[config.mk]
export PLATFORM = sky130hd
export DESIGN_NAME = p2a_hsl
export DESIGN_NICKNAME = d
export VERILOG_FILES = /design/src/pixel_to_ansi256_nearest_core_defines.svh /design/src/p2a_pkg.sv /design/src/p2a_div.sv /design/src/p2a_hsl.sv
export SDC_FILE = /design/constraint.sdc
export NUM_CORES = 1
export LEC_CHECK = 0
export ABC_AREA = 1
export BUFFER_PORTS_ARGS = -buffer_cell sky130_fd_sc_hd__buf_2
export CAP_MARGIN = 5
export CORE_MARGIN = 3
export CORE_UTILIZATION = 50
export CTS_CLUSTER_SIZE = 25
export DETAILED_ROUTE_END_ITERATION = 16
export MAX_ROUTING_LAYER = met4
export PLACE_DENSITY = 0.72
export SLEW_MARGIN = 25
export SYNTH_ARGS = -nofsm -noshare
export SYNTH_HDL_FRONTEND = slang
export SYNTH_SLANG_ARGS = --single-unit
export TNS_END_PERCENT = 5
[constraint.sdc]
create_clock -name clk_i -period 9.87 [get_ports clk_i]
set_input_delay 1.974 -clock clk_i [delete_from_list [all_inputs] [get_ports clk_i]]
set_output_delay 1.974 -clock clk_i [all_outputs]
set_load 0.02 [all_outputs]
[src/pixel_to_ansi256_nearest_core_defines.svh]
// ----------------------------------------------------------------------------
// pixel to ansi256 nearest core - assertion macros
// shared concurrent assertion helpers for the rtl files
// ----------------------------------------------------------------------------
`ifndef PIXEL_TO_ANSI256_NEAREST_CORE_DEFINES_SVH
`define PIXEL_TO_ANSI256_NEAREST_CORE_DEFINES_SVH

// same-cycle implication, quiet during reset
`define P2A_ASSERT_IMPL(label, clk, rst_n, ante, cons, msg) \
  label: assert property (@(posedge clk) disable iff (!(rst_n)) (ante) |-> (cons)) \
    else $error(msg);

// next-cycle implication, quiet during reset
`define P2A_ASSERT_NEXT(label, clk, rst_n, ante, cons, msg) \
  label: assert property (@(posedge clk) disable iff (!(rst_n)) (ante) |=> (cons)) \
    else $error(msg);

`endif

[src/p2a_pkg.sv]
`timescale 1ns / 1ps
// ----------------------------------------------------------------------------
// p2a_pkg
// types, constants and the fixed xterm palette for the nearest-color core
// ----------------------------------------------------------------------------
package p2a_pkg;

  // arithmetic constants
  localparam logic [8:0] HUE_BASE_GREEN = 9'd120;
  localparam logic [8:0] HUE_BASE_BLUE  = 9'd240;
  localparam logic [8:0] HUE_FULL       = 9'd360;
  localparam logic [7:0] HUE_SCALE      = 8'd60;
  localparam logic [7:0] PCT_SCALE      = 8'd100;
  localparam logic [7:0] ALPHA_OPAQUE   = 8'hFF;
  localparam logic [8:0] SUM_FULL       = 9'd510;

  // shared divider geometry
  localparam int DIV_NUM_W = 16;
  localparam int DIV_DEN_W = 9;
  localparam int DIV_CNT_W = $clog2(DIV_NUM_W);

  // distance widths
  localparam int SQ_W   = 17;
  localparam int DIST_W = 18;

  // register port
  localparam int APB_AW = 3;
  localparam int APB_DW = 32;
  localparam logic [0:0] REG_MATCH_SPACE = 1'b0;
  localparam logic       MATCH_SPACE_RST = 1'b1;

  typedef struct packed {
    logic [7:0] r;
    logic [7:0] g;
    logic [7:0] b;
  } pix_t;

  typedef struct packed {
    logic [8:0] h;
    logic [6:0] s;
    logic [6:0] l;
  } hsl_t;

  typedef enum logic [1:0] {
    MAX_RED,
    MAX_GREEN,
    MAX_BLUE
  } max_ch_e;

  typedef enum logic [3:0] {
    HS_IDLE,
    HS_MULT,
    HS_RANGE,
    HS_LIGHT,
    HS_HUE_GO,
    HS_HUE_WAIT,
    HS_SAT_GO,
    HS_SAT_WAIT,
    HS_DONE
  } hsl_state_e;

  typedef enum logic [2:0] {
    ST_FILL_GO,
    ST_FILL_WAIT,
    ST_IDLE,
    ST_CONV,
    ST_SEARCH,
    ST_HOLD
  } top_state_e;

  typedef logic [23:0] rgb_word_t;
  typedef rgb_word_t rgb_table_t [256];

  // floor(x/255), exact while the quotient stays at or below 255
  function automatic logic [7:0] div255(input logic [15:0] x);
    logic [16:0] t;
    t = 17'(x) + 17'(x[15:8]) + 17'd1;
    return t[15:8];
  endfunction

  function automatic rgb_word_t basic_color(input int k);
    rgb_word_t c;
    case (k)
      0:       c = 24'h000000;
      1:       c = 24'h800000;
      2:       c = 24'h008000;
      3:       c = 24'h808000;
      4:       c = 24'h000080;
      5:       c = 24'h800080;
      6:       c = 24'h008080;
      7:       c = 24'hC0C0C0;
      8:       c = 24'h808080;
      9:       c = 24'hFF0000;
      10:      c = 24'h00FF00;
      11:      c = 24'hFFFF00;
      12:      c = 24'h0000FF;
      13:      c = 24'hFF00FF;
      14:      c = 24'h00FFFF;
      default: c = 24'hFFFFFF;
    endcase
    return c;
  endfunction

  function automatic logic [7:0] cube_level(input int k);
    logic [7:0] v;
    case (k)
      0:       v = 8'd0;
      1:       v = 8'd95;
      2:       v = 8'd135;
      3:       v = 8'd175;
      4:       v = 8'd215;
      default: v = 8'd255;
    endcase
    return v;
  endfunction

  function automatic rgb_table_t build_rgb_table();
    rgb_table_t t;
    logic [7:0] v;
    for (int i = 0; i < 16; i++) begin
      t[i] = basic_color(i);
    end
    for (int i = 0; i < 216; i++) begin
      t[16 + i] = {cube_level(i / 36), cube_level((i / 6) % 6), cube_level(i % 6)};
    end
    for (int i = 0; i < 24; i++) begin
      v = 8'(8 + 10 * i);
      t[232 + i] = {v, v, v};
    end
    return t;
  endfunction

  localparam rgb_table_t PAL_RGB = build_rgb_table();

endpackage

[src/p2a_div.sv]
`timescale 1ns / 1ps
// ----------------------------------------------------------------------------
// p2a_div
// restoring divider, one quotient bit per cycle, shared by hue and saturation
// ----------------------------------------------------------------------------
module p2a_div (
  input  logic                           clk_i,
  input  logic                           rst_ni,
  input  logic                           start_i,
  input  logic [p2a_pkg::DIV_NUM_W-1:0]  num_i,
  input  logic [p2a_pkg::DIV_DEN_W-1:0]  den_i,
  output logic                           done_o,
  output logic [p2a_pkg::DIV_NUM_W-1:0]  quot_o,
  output logic                           rem_nz_o
);

  localparam int NW = p2a_pkg::DIV_NUM_W;
  localparam int DW = p2a_pkg::DIV_DEN_W;
  localparam int CW = p2a_pkg::DIV_CNT_W;

  logic          active_q;
  logic          done_q;
  logic [CW-1:0] cnt_q;
  logic [NW-1:0] quot_q, quot_d;
  logic [DW-1:0] rem_q, rem_d;
  logic [DW-1:0] den_q;
  logic [DW:0]   trial;
  logic          ge;

  always_comb begin
    trial  = {rem_q, quot_q[NW-1]};
    ge     = (trial >= {1'b0, den_q});
    rem_d  = ge ? DW'(trial - {1'b0, den_q}) : trial[DW-1:0];
    quot_d = {quot_q[NW-2:0], ge};
  end

  always_ff @(posedge clk_i or negedge rst_ni) begin
    if (!rst_ni) begin
      active_q <= 1'b0;
      done_q   <= 1'b0;
    end else begin
      done_q <= 1'b0;
      if (start_i) begin
        active_q <= 1'b1;
      end else if (active_q && (cnt_q == CW'(NW - 1))) begin
        active_q <= 1'b0;
        done_q   <= 1'b1;
      end
    end
  end

  always_ff @(posedge clk_i) begin
    if (start_i) begin
      quot_q <= num_i;
      rem_q  <= '0;
      den_q  <= den_i;
      cnt_q  <= '0;
    end else if (active_q) begin
      quot_q <= quot_d;
      rem_q  <= rem_d;
      cnt_q  <= cnt_q + 1'b1;
    end
  end

  assign done_o   = done_q;
  assign quot_o   = quot_q;
  assign rem_nz_o = |rem_q;

endmodule

[src/p2a_hsl.sv]
`timescale 1ns / 1ps
// ----------------------------------------------------------------------------
// p2a_hsl
// alpha premultiply and integer hsl conversion under a small sequencer
// ----------------------------------------------------------------------------
module p2a_hsl (
  input  logic          clk_i,
  input  logic          rst_ni,
  input  logic          start_i,
  input  p2a_pkg::pix_t pix_i,
  input  logic [7:0]    alpha_i,
  output logic          done_o,
  output p2a_pkg::pix_t pre_o,
  output p2a_pkg::hsl_t hsl_o
);

  p2a_pkg::hsl_state_e state_q, state_d;

  p2a_pkg::pix_t    src_q;
  p2a_pkg::pix_t    pre_q;
  logic [7:0]       alpha_q;
  logic [1:0]       ch_q;
  p2a_pkg::max_ch_e maxc_q;
  logic [7:0]       dlt_q;
  logic [8:0]       sum_q;
  logic [7:0]       sden_q;
  logic [7:0]       adiff_q;
  logic             neg_q;
  p2a_pkg::hsl_t    hsl_q;

  // divider hookup
  logic                          div_start;
  logic [p2a_pkg::DIV_NUM_W-1:0] div_num;
  logic [p2a_pkg::DIV_DEN_W-1:0] div_den;
  logic                          div_done;
  logic [p2a_pkg::DIV_NUM_W-1:0] div_quot;
  logic                          div_rem_nz;

  p2a_div u_div (
    .clk_i    (clk_i),
    .rst_ni   (rst_ni),
    .start_i  (div_start),
    .num_i    (div_num),
    .den_i    (div_den),
    .done_o   (div_done),
    .quot_o   (div_quot),
    .rem_nz_o (div_rem_nz)
  );

  // premultiply, one channel a cycle through a single 8x8 product
  logic [7:0]  mul_c;
  logic [15:0] mul_p;
  logic [7:0]  mul_q8;

  always_comb begin
    case (ch_q)
      2'd0:    mul_c = src_q.r;
      2'd1:    mul_c = src_q.g;
      default: mul_c = src_q.b;
    endcase
    mul_p  = 16'(alpha_q) * 16'(mul_c);
    mul_q8 = p2a_pkg::div255(mul_p);
  end

  // range analysis on the premultiplied color
  logic             red_max, green_max;
  logic [7:0]       mx, mn, pa, pb;
  p2a_pkg::max_ch_e maxc;

  always_comb begin
    red_max   = (pre_q.r >= pre_q.g) && (pre_q.r >= pre_q.b);
    green_max = !red_max && (pre_q.g >= pre_q.b);
    if (red_max) begin
      maxc = p2a_pkg::MAX_RED;
      mx   = pre_q.r;
      pa   = pre_q.g;
      pb   = pre_q.b;
    end else if (green_max) begin
      maxc = p2a_pkg::MAX_GREEN;
      mx   = pre_q.g;
      pa   = pre_q.b;
      pb   = pre_q.r;
    end else begin
      maxc = p2a_pkg::MAX_BLUE;
      mx   = pre_q.b;
      pa   = pre_q.r;
      pb   = pre_q.g;
    end
    mn = pre_q.r;
    if (pre_q.g < mn) mn = pre_q.g;
    if (pre_q.b < mn) mn = pre_q.b;
  end

  // lightness
  logic [15:0] lit_p;
  logic [7:0]  lit_q8;

  always_comb begin
    lit_p  = 16'(sum_q) * 16'(p2a_pkg::PCT_SCALE);
    lit_q8 = p2a_pkg::div255(lit_p);
  end

  // hue from the divider result, floor for negative differences
  logic [6:0] hue_mag;
  logic [8:0] hue_base, hue_top, hue_val;

  always_comb begin
    hue_mag = 7'(div_quot[6:0]) + 7'(div_rem_nz);
    case (maxc_q)
      p2a_pkg::MAX_GREEN: hue_base = p2a_pkg::HUE_BASE_GREEN;
      p2a_pkg::MAX_BLUE:  hue_base = p2a_pkg::HUE_BASE_BLUE;
      default:            hue_base = '0;
    endcase
    hue_top = ((maxc_q == p2a_pkg::MAX_RED) && neg_q) ? p2a_pkg::HUE_FULL : hue_base;
    hue_val = neg_q ? (hue_top - 9'(hue_mag)) : (hue_top + 9'(div_quot[6:0]));
  end

  // next state
  always_comb begin
    state_d = state_q;
    unique case (state_q)
      p2a_pkg::HS_IDLE:     if (start_i) state_d = p2a_pkg::HS_MULT;
      p2a_pkg::HS_MULT:     if (ch_q == 2'd2) state_d = p2a_pkg::HS_RANGE;
      p2a_pkg::HS_RANGE:    state_d = p2a_pkg::HS_LIGHT;
      p2a_pkg::HS_LIGHT:    state_d = (dlt_q == '0) ? p2a_pkg::HS_DONE : p2a_pkg::HS_HUE_GO;
      p2a_pkg::HS_HUE_GO:   state_d = p2a_pkg::HS_HUE_WAIT;
      p2a_pkg::HS_HUE_WAIT: if (div_done) state_d = p2a_pkg::HS_SAT_GO;
      p2a_pkg::HS_SAT_GO:   state_d = p2a_pkg::HS_SAT_WAIT;
      p2a_pkg::HS_SAT_WAIT: if (div_done) state_d = p2a_pkg::HS_DONE;
      p2a_pkg::HS_DONE:     state_d = p2a_pkg::HS_IDLE;
      default:              state_d = p2a_pkg::HS_IDLE;
    endcase
  end

  // outputs toward the divider and the caller
  always_comb begin
    div_start = 1'b0;
    div_num   = '0;
    div_den   = '0;
    done_o    = 1'b0;
    unique case (state_q)
      p2a_pkg::HS_HUE_GO: begin
        div_start = 1'b1;
        div_num   = 16'(p2a_pkg::HUE_SCALE) * 16'(adiff_q);
        div_den   = {1'b0, dlt_q};
      end
      p2a_pkg::HS_SAT_GO: begin
        div_start = 1'b1;
        div_num   = 16'(p2a_pkg::PCT_SCALE) * 16'(dlt_q);
        div_den   = {1'b0, sden_q};
      end
      p2a_pkg::HS_DONE: done_o = 1'b1;
      default: ;
    endcase
  end

  always_ff @(posedge clk_i or negedge rst_ni) begin
    if (!rst_ni) begin
      state_q <= p2a_pkg::HS_IDLE;
    end else begin
      state_q <= state_d;
    end
  end

  always_ff @(posedge clk_i) begin
    case (state_q)
      p2a_pkg::HS_IDLE: begin
        if (start_i) begin
          src_q   <= pix_i;
          alpha_q <= alpha_i;
          ch_q    <= 2'd0;
        end
      end
      p2a_pkg::HS_MULT: begin
        case (ch_q)
          2'd0:    pre_q.r <= mul_q8;
          2'd1:    pre_q.g <= mul_q8;
          default: pre_q.b <= mul_q8;
        endcase
        ch_q <= ch_q + 1'b1;
      end
      p2a_pkg::HS_RANGE: begin
        maxc_q  <= maxc;
        dlt_q   <= mx - mn;
        sum_q   <= 9'(mx) + 9'(mn);
        neg_q   <= (pa < pb);
        adiff_q <= (pa < pb) ? (pb - pa) : (pa - pb);
      end
      p2a_pkg::HS_LIGHT: begin
        hsl_q.l <= 7'(lit_q8 >> 1);
        sden_q  <= sum_q[8] ? 8'(p2a_pkg::SUM_FULL - sum_q) : sum_q[7:0];
        if (dlt_q == '0) begin
          hsl_q.h <= '0;
          hsl_q.s <= '0;
        end
      end
      p2a_pkg::HS_HUE_WAIT: if (div_done) hsl_q.h <= hue_val;
      p2a_pkg::HS_SAT_WAIT: if (div_done) hsl_q.s <= div_quot[6:0];
      default: ;
    endcase
  end

  assign pre_o = pre_q;
  assign hsl_o = hsl_q;

endmodule

==> results.md, run 1 <==
Critical path:
- The most common cell type on the critical path is nand2_1.
- In this run the worst path has a maximum fanout of 11.
- Data on the critical path arrives at its endpoint at 7.30 ns.
- The startpoint of the worst-slack reg-to-reg timing path is ch_q[0].
- STA puts the critical path data required time at 10.05 ns.
- The worst register-to-register path has a setup slack of 2.75 ns.
- The endpoint type of the worst setup path is a register.
- The kind of critical path is reg -> reg.
- The largest individual stage delay along the critical path comes from the cell a21oi_1.
- The worst setup path is launched from a register.
- The endpoint identified for the worst register-to-register timing path is pre_o[23].
- The worst-case reg-to-reg path depth is 33.
- The delay contributed by the slowest stage of the critical path is 0.59 ns.

Clock tree:
- After clock tree synthesis, the setup repair step added 0 buffers.
- In this run, post-CTS hold repair placed 0 buffers.
- The post-cts resize count is 0.
- The sink count of the clock tree is 159.
- After clock tree synthesis, the clock-pin slew on the worst setup and hold paths is 0.07 ns.
- The CTS H-tree depth is 4.
- Clock tree synthesis inserted a total of 17 buffers.
- The cell at the root of the clock tree is clkbuf_16.
- TritonCTS built the clock tree.
- The clock insertion delay at the later pin of the skew report is 0.45 ns.
- The maximum buffer depth of the clock tree is 2.

Finish:
- The number of nets at the end of the flow is 2174.
- The final cell count without fillers is 2262.
- The final instance area is 16200 sq um.
- The count of inserted antenna diode cells is 0.
- The growth of design area from synthesis to finish is 9.75%.
- The share of cells above drive strength 1 is 8.84%.

Floorplan:
- The row count is 62.
- The floorplan step set the die width to 178 microns.
- The die is 178 microns tall.
- The die outline area is 31600 sq um.
- For this configuration, the core starts out at a cell density of 51.0%.
- The core region is 28900 sq um.
- The total I/O pin count is 83.

GRT:
- The fraction of met1 tracks used by global routing is 28.3%.
- The overall fraction of global-route tracks in use is 23.0%.
- The first global-routing pass estimated 56.9 mm of wire.
- Entering global routing, the biggest net connects 51 pins.
- The met3 global-route usage is 3.59%.
- The layer with the highest usage is met2.
- Global routing used 39.1% of the available met2 tracks.
- The number of antenna violations at the first check in global routing is 0.
- The total congestion overflow after global routing is 0.
- The number of global-route vias before repair is 11984.

Routing:
- The number of design rule violations left after detail routing is 0.
- The final wirelength is 34.0 mm.
- The average detailed-routed wire length per instance is 15.0 microns.
- The number of vias per cell is 5.37.
- The initial DRC count is 889.
- The via count is 12155.
- The number of nets still failing antenna checks after routing is 0.
- Before antenna repair, the detailed router went through 5 iterations.

Synth:
- The most used flip-flop cell after synthesis is edfxtp_1.
- The sequential element share of the synthesized area is 31.3%.
- The post-synthesis share of cell area spent on full adders, half adders and majority gates is 26.3%.
- The cell with the most instances after synthesis is nand2_1.
- The post-synthesis async set-or-reset flop share is 3.77%.
- Averaged over all synthesized cells, the footprint is 8.30 sq um.
- Measured against the total synthesized area, the mux share comes to 0.136%.
- After synthesis, the cell types taking the most area are edfxtp_1, ha_1, nand2_1.
- The fraction of synthesized cell area in xor and xnor cells is 3.62%.
- For this run, the number of Yosys warnings is 0.
- The count of different cell masters after synthesis is 53.
- The cell count after synthesis is 1779.
- The number of flops mapped to enable cells by yosys is 140.
- The post-synthesis net count is 2088.
- The cell area after technology mapping is 14800 sq um.
- Counting flops and latches in the post-synthesis netlist gives 159.
- Of the post-synthesis cell area, the dominant cell type holds 28.5%.
- The cell taking the most area after synthesis is edfxtp_1.
- The area fraction in compound gates after synthesis is 9.31%.
- The simple-gate portion of the synthesized area is 20.6%.
- In the synthesized netlist, the cells that appear most often are nand2_1, inv_1, ha_1.
- The dominant combinational cell family by area after synthesis is adder cells.

Place:
- Counting tap cells, the placed design contains a total of 2230 instances.
- The count of buffers added on input and output ports is 82.
- The last weighted congestion value of the routability-driven placer is 0.919.
- Summing all placed instances gives a cell area of 15600 sq um.
- Detailed placement finished with a half-perimeter wire length of 27.2 mm.

Worst hold path:
- In this run the worst hold path is classified as reg -> reg.
- The worst hold path startpoint is u_div.cnt_q[3].
- The count of cells along the worst hold path is 2.
- The worst hold path terminates at u_div.cnt_q[3].

Timing:
- The minimum clock period is 7.12 ns.
- Setup repair after global routing left no endpoint under its margin.
- The max-slew violation total from the final report came to 0.
- The period utilization is 72.2%.
- The slew at the pin closest to its max-slew limit is 0.931 ns.
- On the final layout, the worst clock skew is 0.0116 ns.
- The total negative slack for setup checks is 0 ns.
- The hold violation total from the final report is 0.
- Based on the critical path, the design can be clocked at up to 140 MHz.
- The headroom to the max-slew limit is 37.7%.
- Setup violations remaining at the end of the flow were counted as 0.

Flow run:
- The count of max-cap constraint violations is 0.

Outcome:
- The run finished with clean final reports.
==> how the worst max path moves through the flow <==
stage | start | endpoint | slack [ns]
final | ch_q[0] | pre_o[23] | 2.75
after global routing | ch_q[0] | pre_o[15] | 2.20
after global placement | ch_q[0] | pre_o[15] | 3.22
after CTS | ch_q[0] | pre_o[23] | 2.79
after detailed placement | ch_q[0] | pre_o[7] | 2.84
after floorplan | ch_q[0] | pre_o[15] | 3.75
==> registers in the layout, summed over array words and instances, names as in the netlist, 9 cells and up <==
signal and flops:
u_div.quot_o 16, src_q 24, hsl_o 23, pre_o 24
u_div.rem_q 9
==> cell usage in the layout (no fill, tap or decap), drive strengths merged, types with 8 or more instances in the layout <==
master	Yosys	routed
xor2	44	44
nand2	351	351
nand3	133	133
ha	213	213
nor3	16	16
dfxtp	13	13
a21oi	99	99
o221ai	8	8
inv	316	322
nand4	20	20
nor2	172	172
o21ai	75	75
xnor2	14	14
edfxtp	140	140
buf	8	89
clkbuf	14	20
fa	61	61
==> cell families after synthesis <==
group / count (synthesis)
buf+inv: 343
compound gates: 236
simple gates: 707
xor+xnor: 58
mux: 2
fa+ha+maj: 274
flops: 159
==> worst max-delay path, delay by kind of cell, from the launching register on <==
family	cells	cell delay, ns
and+or+nand+nor	15	1.59
DFF	1	0.42
xor gates and xnor gates	1	0.22
adders and majority gates	7	3.22
buffers and inverters	8	0.66
AOI/OAI and AO/OA	2	0.74
==> through the flow <==
stage / util [%] / hold slack [ns] / worst slack, ns
6_report: 56.0 / 0.492 / 2.75
5_1_grt: 56.0 / 0.519 / 2.20
4_1_cts: 56.0 / 0.508 / 2.79
3_5_place_dp: 54.0 / 0.491 / 2.84
3_3_place_gp: 54.0 / 0.453 / 3.22
2_1_floorplan: - / 0.436 / 3.75
==> metal layers <==
layer  vias up  share of wire [%]
met5         -                  0
li1       6048                  -
met1      5723                 43
met4         0                2.0
met3        51                5.4
met2       333                 49
==> area by class of cell <==
cell class	instances	area, sq um
Fill cell	2590	12700
Multi-Input combinational cell	1277	8870
Sequential cell	159	4610
Inverter	321	1200
Tap cell	384	480
Timing Repair Buffer	89	463
Clock buffer	20	447
Clock inverter	12	126
Power of run 1 is not shown: default switching activity piles up to over one toggle a cycle in this logic, so the estimate is an artifact.
==> run 2: changes to the inputs <==
--- a/config.mk
+++ b/config.mk
@@ -13,7 +13,7 @@
 export CTS_CLUSTER_SIZE = 25
 export DETAILED_ROUTE_END_ITERATION = 16
 export MAX_ROUTING_LAYER = met4
-export PLACE_DENSITY = 0.72
+export PLACE_DENSITY = 0.75
 export SLEW_MARGIN = 25
 export SYNTH_ARGS = -nofsm -noshare
 export SYNTH_HDL_FRONTEND = slang
==> constraint.sdc (replaced) <==
create_clock -name clk_i -period 6.1 [get_ports clk_i]
set_input_delay 1.22 -clock clk_i [delete_from_list [all_inputs] [get_ports clk_i]]
set_output_delay 1.22 -clock clk_i [all_outputs]
set_load 0.02 [all_outputs]
==> run 2 against run 1 <==
Register-to-register slack worse by 2.7 ns. Largest cell class unchanged. Via count up 3.3%. Utilization is 3.7 points higher. Global-route usage increased by 0.36 points. Critical path type unchanged. Final cell count increased by 3.2%.
==> results.md, run 2 (synthesis gave the netlist of run 1 again) <==
Worst hold path:
- The worst hold path class was reg -> reg (unchanged).

Finish:
- The share of cells above drive strength 1 was 17.4% (was 8.84%).
- The number of nets at the end of the flow is 2247 (was 2174).
- Most frequent cells in the layout: nand2_1, inv_1, ha_1 (unchanged).
- The total area of sequential cells came to 4610 sq um (unchanged).
- The count of inserted antenna diode cells is 0 (unchanged).
- The total of fill cells in the finished design is 2471 (was 2590).
- The final instance area is 17300 sq um (was 16200 sq um).
- The footprint of the multi-input gates is 9360 sq um (was 8870 sq um).
- The utilization after layout came to 59.7% (was 56.0%).
- The growth of design area from synthesis to finish is 17.1% (was 9.75%).
- The commonest non-fill, non-tap cell in the layout is nand2_1 (unchanged).

GRT:
- The overall fraction of global-route tracks in use is 23.4% (was 23.0%).
- The number of antenna violations at the first check in global routing is 0 (unchanged).
- The wire length of the first global-routing pass is 58.1 mm (was 56.9 mm).
- The total congestion overflow after global routing is 0 (unchanged).
- The largest net degree at the start of global routing is 33 (was 51).
- The number of global-route vias before repair was 12285 (was 11984).

Clock tree:
- The clock insertion delay at the later pin of the skew report came to 0.44 ns (was 0.45 ns).
- The sink count of the clock tree came to 159 (unchanged).
- The number of CTS-inserted buffers came to 17 (unchanged).
- The clock tree from TritonCTS is yes (unchanged).
- The cts-stage hold buffer count came to 0 (unchanged).
- The maximum buffer depth of the clock tree is 2 (unchanged).
- The clock-pin slew reported for the worst setup and hold paths after clock tree synthesis was 0.07 ns (about the same).
- The CTS H-tree depth was 4 (unchanged).
- The cell at the root of the clock tree was clkbuf_16 (unchanged).

Timing:
- The headroom to the max-slew limit is 47.4% (was 37.7%).
- The period utilization was 98.6% (was 72.2%).
- RSZ-0062 raised after global routing: yes (was no).
- The peak clock frequency supported by timing is 166 MHz (was 140 MHz).
- The max-slew violation total from the final report is 0 (unchanged).
- The hold violation total from the final report is 0 (unchanged).
- The minimum hold slack is 0.474 ns (was 0.492 ns).
- The minimum clock period was 6.01 ns (was 7.12 ns).
- The setup violation total in the final timing report is 0 (unchanged).
- The slew at the pin closest to its max-slew limit is 0.788 ns (was 0.931 ns).
- The final worst clock skew is 0.0137 ns (was 0.0116 ns).

Outcome:
- Outcome: finished clean (unchanged).

Flow run:
- The count of max-cap constraint violations was 0 (unchanged).

Critical path:
- The endpoint arrival time on the critical path is 6.20 ns (was 7.30 ns).
- The type of element launching the critical path is a register (unchanged).
- The biggest fanout along the worst timing path is 5 (was 11).
- The kind of critical path is reg -> reg (unchanged).
- The data required time at the worst endpoint is 6.28 ns (was 10.05 ns).
- The delay contributed by the slowest stage of the critical path is 0.52 ns (was 0.59 ns).
- The slowest cell on the critical path is fa_1 (was a21oi_1).
- The endpoint type of the worst setup path was a register (unchanged).

Routing:
- The via count is 12562 (was 12155).
- The number of vias per cell is 5.38 (was 5.37).
- The iteration count of the initial detailed-routing pass is 6 (was 5).
- The initial DRC count is 801 (was 889).
- The final wirelength was 35.6 mm (was 34.0 mm).
- The average detailed-routed wire length per instance came to 15.2 microns (was 15.0 microns).
- The number of design rule violations left after detail routing is 0 (unchanged).
- The number of nets still failing antenna checks after routing is 0 (unchanged).

Place:
- The number of buffers added on ports was 82 (unchanged).
- The last weighted congestion value of the routability-driven placer is 0.935 (was 0.919).
- The placed cell area is 16000 sq um (was 15600 sq um).
- The final HPWL from detailed placement is 27.5 mm (was 27.2 mm).

Floorplan:
- The die extent in x came to 178 microns (unchanged).
- The die outline height is 178 microns (unchanged).
- The total I/O pin count came to 83 (unchanged).
- The row count is 62 (unchanged).
- The area of the core is 28900 sq um (unchanged).
- The die outline area came to 31600 sq um (unchanged).
- The effective utilization at floorplan is 51.0% (unchanged).
## run 2: changes by cell type in the layout (fill, tap and decap cells not counted), sizes merged
cell,change
inv,-3
clkbuf,+1
clkinvlp,-3
buf,+73
bufinv,+1
clkinv,+4
## run 2: routing by layer
layer  vias up  track usage, %  wire, microns
li1       6200               -              -
met5         -               -              0
met2       413            39.6          17600
met4         0            7.00            928
met1      5868            28.7          15200
met3        81            4.09           1830
## run 2: critical path, delay by kind of cell (launching register included)
kind	cells	cell delay [ns]
AO/OA/AOI/OAI	2	0.24
XOR/XNOR	1	0.21
adder cells (fa/ha/maj)	7	2.73
buffers and inverters	8	0.61
flip-flops	1	0.46
AND/OR/NAND/NOR	15	1.50
## run 2: final cells by class
class | instances | area share [%]
clock buffer | 21 | 2.61
clock inverter | 11 | 0.775
inverter | 321 | 6.97
multi-input combinational | 1277 | 54.2
sequential | 159 | 26.7
tap | 384 | 2.78
timing repair buffer | 162 | 6.00
## run 2: final timing paths
| check | startpoint | end | slack (ns) | depth (start not counted) |
|---|---|---|---|---|
| min in group asynchronous | rst_ni | state_q[2] | 0.59 | 1 |
| hold / removal | u_div.cnt_q[3] | u_div.cnt_q[3] | 0.47 | 2 |
| setup reg to reg | ch_q[0] | pre_o[15] | 0.09 | 33 |
| hold reg to reg | u_div.cnt_q[3] | u_div.cnt_q[3] | 0.47 | 2 |
| setup / recovery | ch_q[0] | pre_o[15] | 0.09 | 33 |
| max in group asynchronous | rst_ni | state_q[3] | 5.35 | 1 |
## run 2: per-stage QoR
step | std cells | setup TNS, ns | worst slack (ns)
4_1_cts | 2322 | 0 | 0.00363
2_1_floorplan | 1779 | 0 | 0.00925
5_1_grt | 2335 | -2.03 | -0.141
3_3_place_gp | 2282 | -0.251 | -0.0720
3_5_place_dp | 2282 | -4.09 | -0.243
6_report | 2335 | 0 | 0.0865
## run 2: repair_timing
action,CTS,global route
endpoints found under the setup margin,24,24
buffers inserted,8,14
pin swaps,11,67
resized for setup,26,100
Power of run 2 is left out for the same reason.
==> run 3: changes to the inputs <==
--- a/config.mk
+++ b/config.mk
@@ -13,7 +13,7 @@
 export CTS_CLUSTER_SIZE = 25
 export DETAILED_ROUTE_END_ITERATION = 16
 export MAX_ROUTING_LAYER = met4
-export PLACE_DENSITY = 0.75
+export PLACE_DENSITY = 0.78
 export SLEW_MARGIN = 25
 export SYNTH_ARGS = -nofsm -noshare
 export SYNTH_HDL_FRONTEND = slang
==> run 3 against run 2 <==
The run now ends with negative setup slack left. Worst setup slack worse by 0.13 ns. Critical path depth unchanged. Die area stayed put. First-iteration DRC count grew 1.9%. Worst hold slack improved by 0.0016 ns. Utilization decreased by 1.2 points. Sequential share of layout area grew 0.57 points. Non-clock buffer count is 13 lower. Global-route usage is 0.12 points lower.
==> results.md, run 3 (synthesis gave the netlist of run 1 again) <==
Timing:
- The peak clock frequency supported by timing is 163 MHz (was 166 MHz).
- The minimum clock period is 6.15 ns (was 6.01 ns).
- The slew at the pin closest to its max-slew limit is 0.816 ns (was 0.788 ns).
- RSZ-0062 raised after global routing: yes (unchanged).
- The headroom to the max-slew limit is 45.6% (was 47.4%).
- The final worst clock skew is 0.0128 ns (was 0.0137 ns).
- The setup violation total in the final timing report is 18 (was 0).
- The worst path setup slack after routing is -0.0463 ns (was 0.0865 ns).
- The period utilization is 101% (was 98.6%).
- The hold violation total from the final report is 0 (unchanged).
- The max-slew violation total from the final report is 0 (unchanged).
- The total negative slack for setup checks was -0.446 ns (was 0 ns).

Critical path:
- The data required time at the worst endpoint came to 6.29 ns (was 6.28 ns).
- The most common cell type on the critical path is inv_1.
- The register-to-register setup slack is -0.05 ns (was 0.09 ns).
- The worst-case reg-to-reg path depth is 33 (unchanged).
- The delay contributed by the slowest stage of the critical path is 0.54 ns (was 0.52 ns).
- The endpoint arrival time on the critical path came to 6.33 ns (was 6.20 ns).
- The slowest cell on the critical path is fa_1 (unchanged).
- The type of element launching the critical path is a register (unchanged).
- The kind of critical path is reg -> reg (unchanged).
- The endpoint of the lowest-slack register-to-register path is pre_o[13] (was pre_o[15]).
- The biggest fanout along the worst timing path is 6 (was 5).
- The startpoint of the worst-slack reg-to-reg timing path is ch_q[0] (unchanged).
- The endpoint type of the worst setup path is a register (unchanged).

Clock tree:
- The sink count of the clock tree is 159 (unchanged).
- The number of CTS-inserted buffers is 17 (unchanged).
- The clock insertion delay at the later pin of the skew report is 0.44 ns (about the same).
- The cts-stage hold buffer count is 0 (unchanged).
- The maximum buffer depth of the clock tree is 2 (unchanged).
- The cell at the root of the clock tree is clkbuf_16 (unchanged).
- The CTS H-tree depth is 4 (unchanged).
- The clock tree from TritonCTS is yes (unchanged).
- The clock-pin slew reported for the worst setup and hold paths after clock tree synthesis is 0.07 ns (about the same).

Routing:
- The number of vias per cell is 5.42 (was 5.38).
- The iteration count of the initial detailed-routing pass is 6 (unchanged).
- The number of design rule violations left after detail routing came to 0 (unchanged).
- The average detailed-routed wire length per instance is 15.0 microns (was 15.2 microns).
- The number of nets still failing antenna checks after routing came to 0 (unchanged).
- The via count was 12595 (was 12562).
- The initial DRC count came to 816 (was 801).
- The final wirelength is 34.9 mm (was 35.6 mm).

Flow run:
- The count of max-cap constraint violations is 0 (unchanged).

Finish:
- The share of cells above drive strength 1 is 14.0% (was 17.4%).
- The final cell count without fillers is 2322 (was 2335).
- The count of inserted antenna diode cells came to 0 (unchanged).
- The growth of design area from synthesis to finish was 14.6% (was 17.1%).
- The number of nets at the end of the flow was 2234 (was 2247).
- The commonest non-fill, non-tap cell in the layout is nand2_1 (unchanged).
- Most frequent cells in the layout: nand2_1, inv_1, ha_1 (unchanged).

Place:
- The last weighted congestion value of the routability-driven placer is 0.965 (was 0.935).
- The final HPWL from detailed placement was 27.3 mm (was 27.5 mm).
- The number of buffers added on ports is 82 (unchanged).
- The number of cells in the design after placement is 2277 (was 2282).

Worst hold path:
- The count of cells along the worst hold path is 2 (unchanged).
- The end point of the most critical hold path is u_div.cnt_q[3] (unchanged).
- The worst hold path class is reg -> reg (unchanged).
- The worst hold path startpoint is u_div.cnt_q[3] (unchanged).

GRT:
- The total congestion overflow after global routing is 0 (unchanged).
- The largest net degree at the start of global routing is 35 (was 33).
- The overall fraction of global-route tracks in use was 23.3% (was 23.4%).
- The wire length of the first global-routing pass is 57.9 mm (was 58.1 mm).
- The number of antenna violations at the first check in global routing is 0 (unchanged).
- The number of global-route vias before repair came to 12577 (was 12285).

Floorplan:
- The total I/O pin count is 83 (unchanged).
- The area of the core is 28900 sq um (unchanged).
- The die extent in x was 178 microns (unchanged).
- The effective utilization at floorplan is 51.0% (unchanged).
- The die outline height is 178 microns (unchanged).
- The row count is 62 (unchanged).
- The die outline area came to 31600 sq um (unchanged).

Outcome:
- Outcome: finished, violations left (was finished clean).
- The checks that failed: negative setup slack.
run 3: cell types whose count changed in the layout (fill, tap and decap cells not counted), moves of 4 or more:
cell	before	now
nand3_1	119	124
ha_1	200	205
nand2_2	38	25
nand2_1	305	324
nor2_2	16	8
nor2_1	150	162
nor2_4	6	2
buf_4	73	64
buf_6	7	3
inv_2	20	10
ha_4	13	8
nand2_4	8	2
inv_1	296	306
nand3_2	13	9
run 3: worst max-delay path by stage:
stage	from	endpoint	slack [ns]	depth (start not counted)
after global placement	ch_q[1]	pre_o[15]	-0.12	34
after detailed placement	ch_q[0]	pre_o[7]	-0.37	31
final	ch_q[0]	pre_o[13]	-0.05	33
after global routing	ch_q[0]	pre_o[4]	-0.39	34
after floorplan	ch_q[0]	pre_o[15]	0.009	32
after CTS	ch_q[1]	pre_o[7]	0.01	33
run 3: routing by layer:
metal	wire, microns	up-vias	track usage (%)
met5	0	-	-
met4	952	0	7.20
met3	2080	86	3.36
met2	17200	437	40.5
met1	14700	5889	28.0
li1	-	6183	-
run 3: repair_timing:
| item | CTS | global route |
|---|---|---|
| setup endpoints to repair | 24 | 24 |
| hold endpoints to repair | 0 | 0 |
| gates resized for setup | 26 | 24 |
| pin swaps | 12 | 9 |
| setup buffers | 9 | 4 |
run 3: critical path: cells and delay by family (launching register included):
family	cells	cell delay, ns
buffers and inverters	10	0.97
and+or+nand+nor	12	1.01
xor gates and xnor gates	1	0.24
DFF	1	0.41
adders and majority gates	7	2.70
AOI/OAI and AO/OA	3	0.58
run 3: metrics by stage:
step	utilization, %	hold WS, ns	worst slack, ns	instance area [sq um]
after floorplan	-	0.436	0.00925	14800
after global placement	55.2	0.449	-0.125	16000
after detailed placement	55.3	0.476	-0.366	16000
after CTS	58.1	0.487	0.0118	16800
after global routing	58.5	0.500	-0.387	16900
final	58.5	0.475	-0.0463	16900
run 3: area by class of cell:
cell class / count / area [sq um]
multi-input cells: 1277 / 9080
inverters: 321 / 1200
well taps: 384 / 480
clock inverters: 14 / 181
flip-flops and latches: 159 / 4610
fillers: 2455 / 12000
repair buffers: 149 / 925
clock buffers: 18 / 429
Power of run 3 is left out for the same reason.
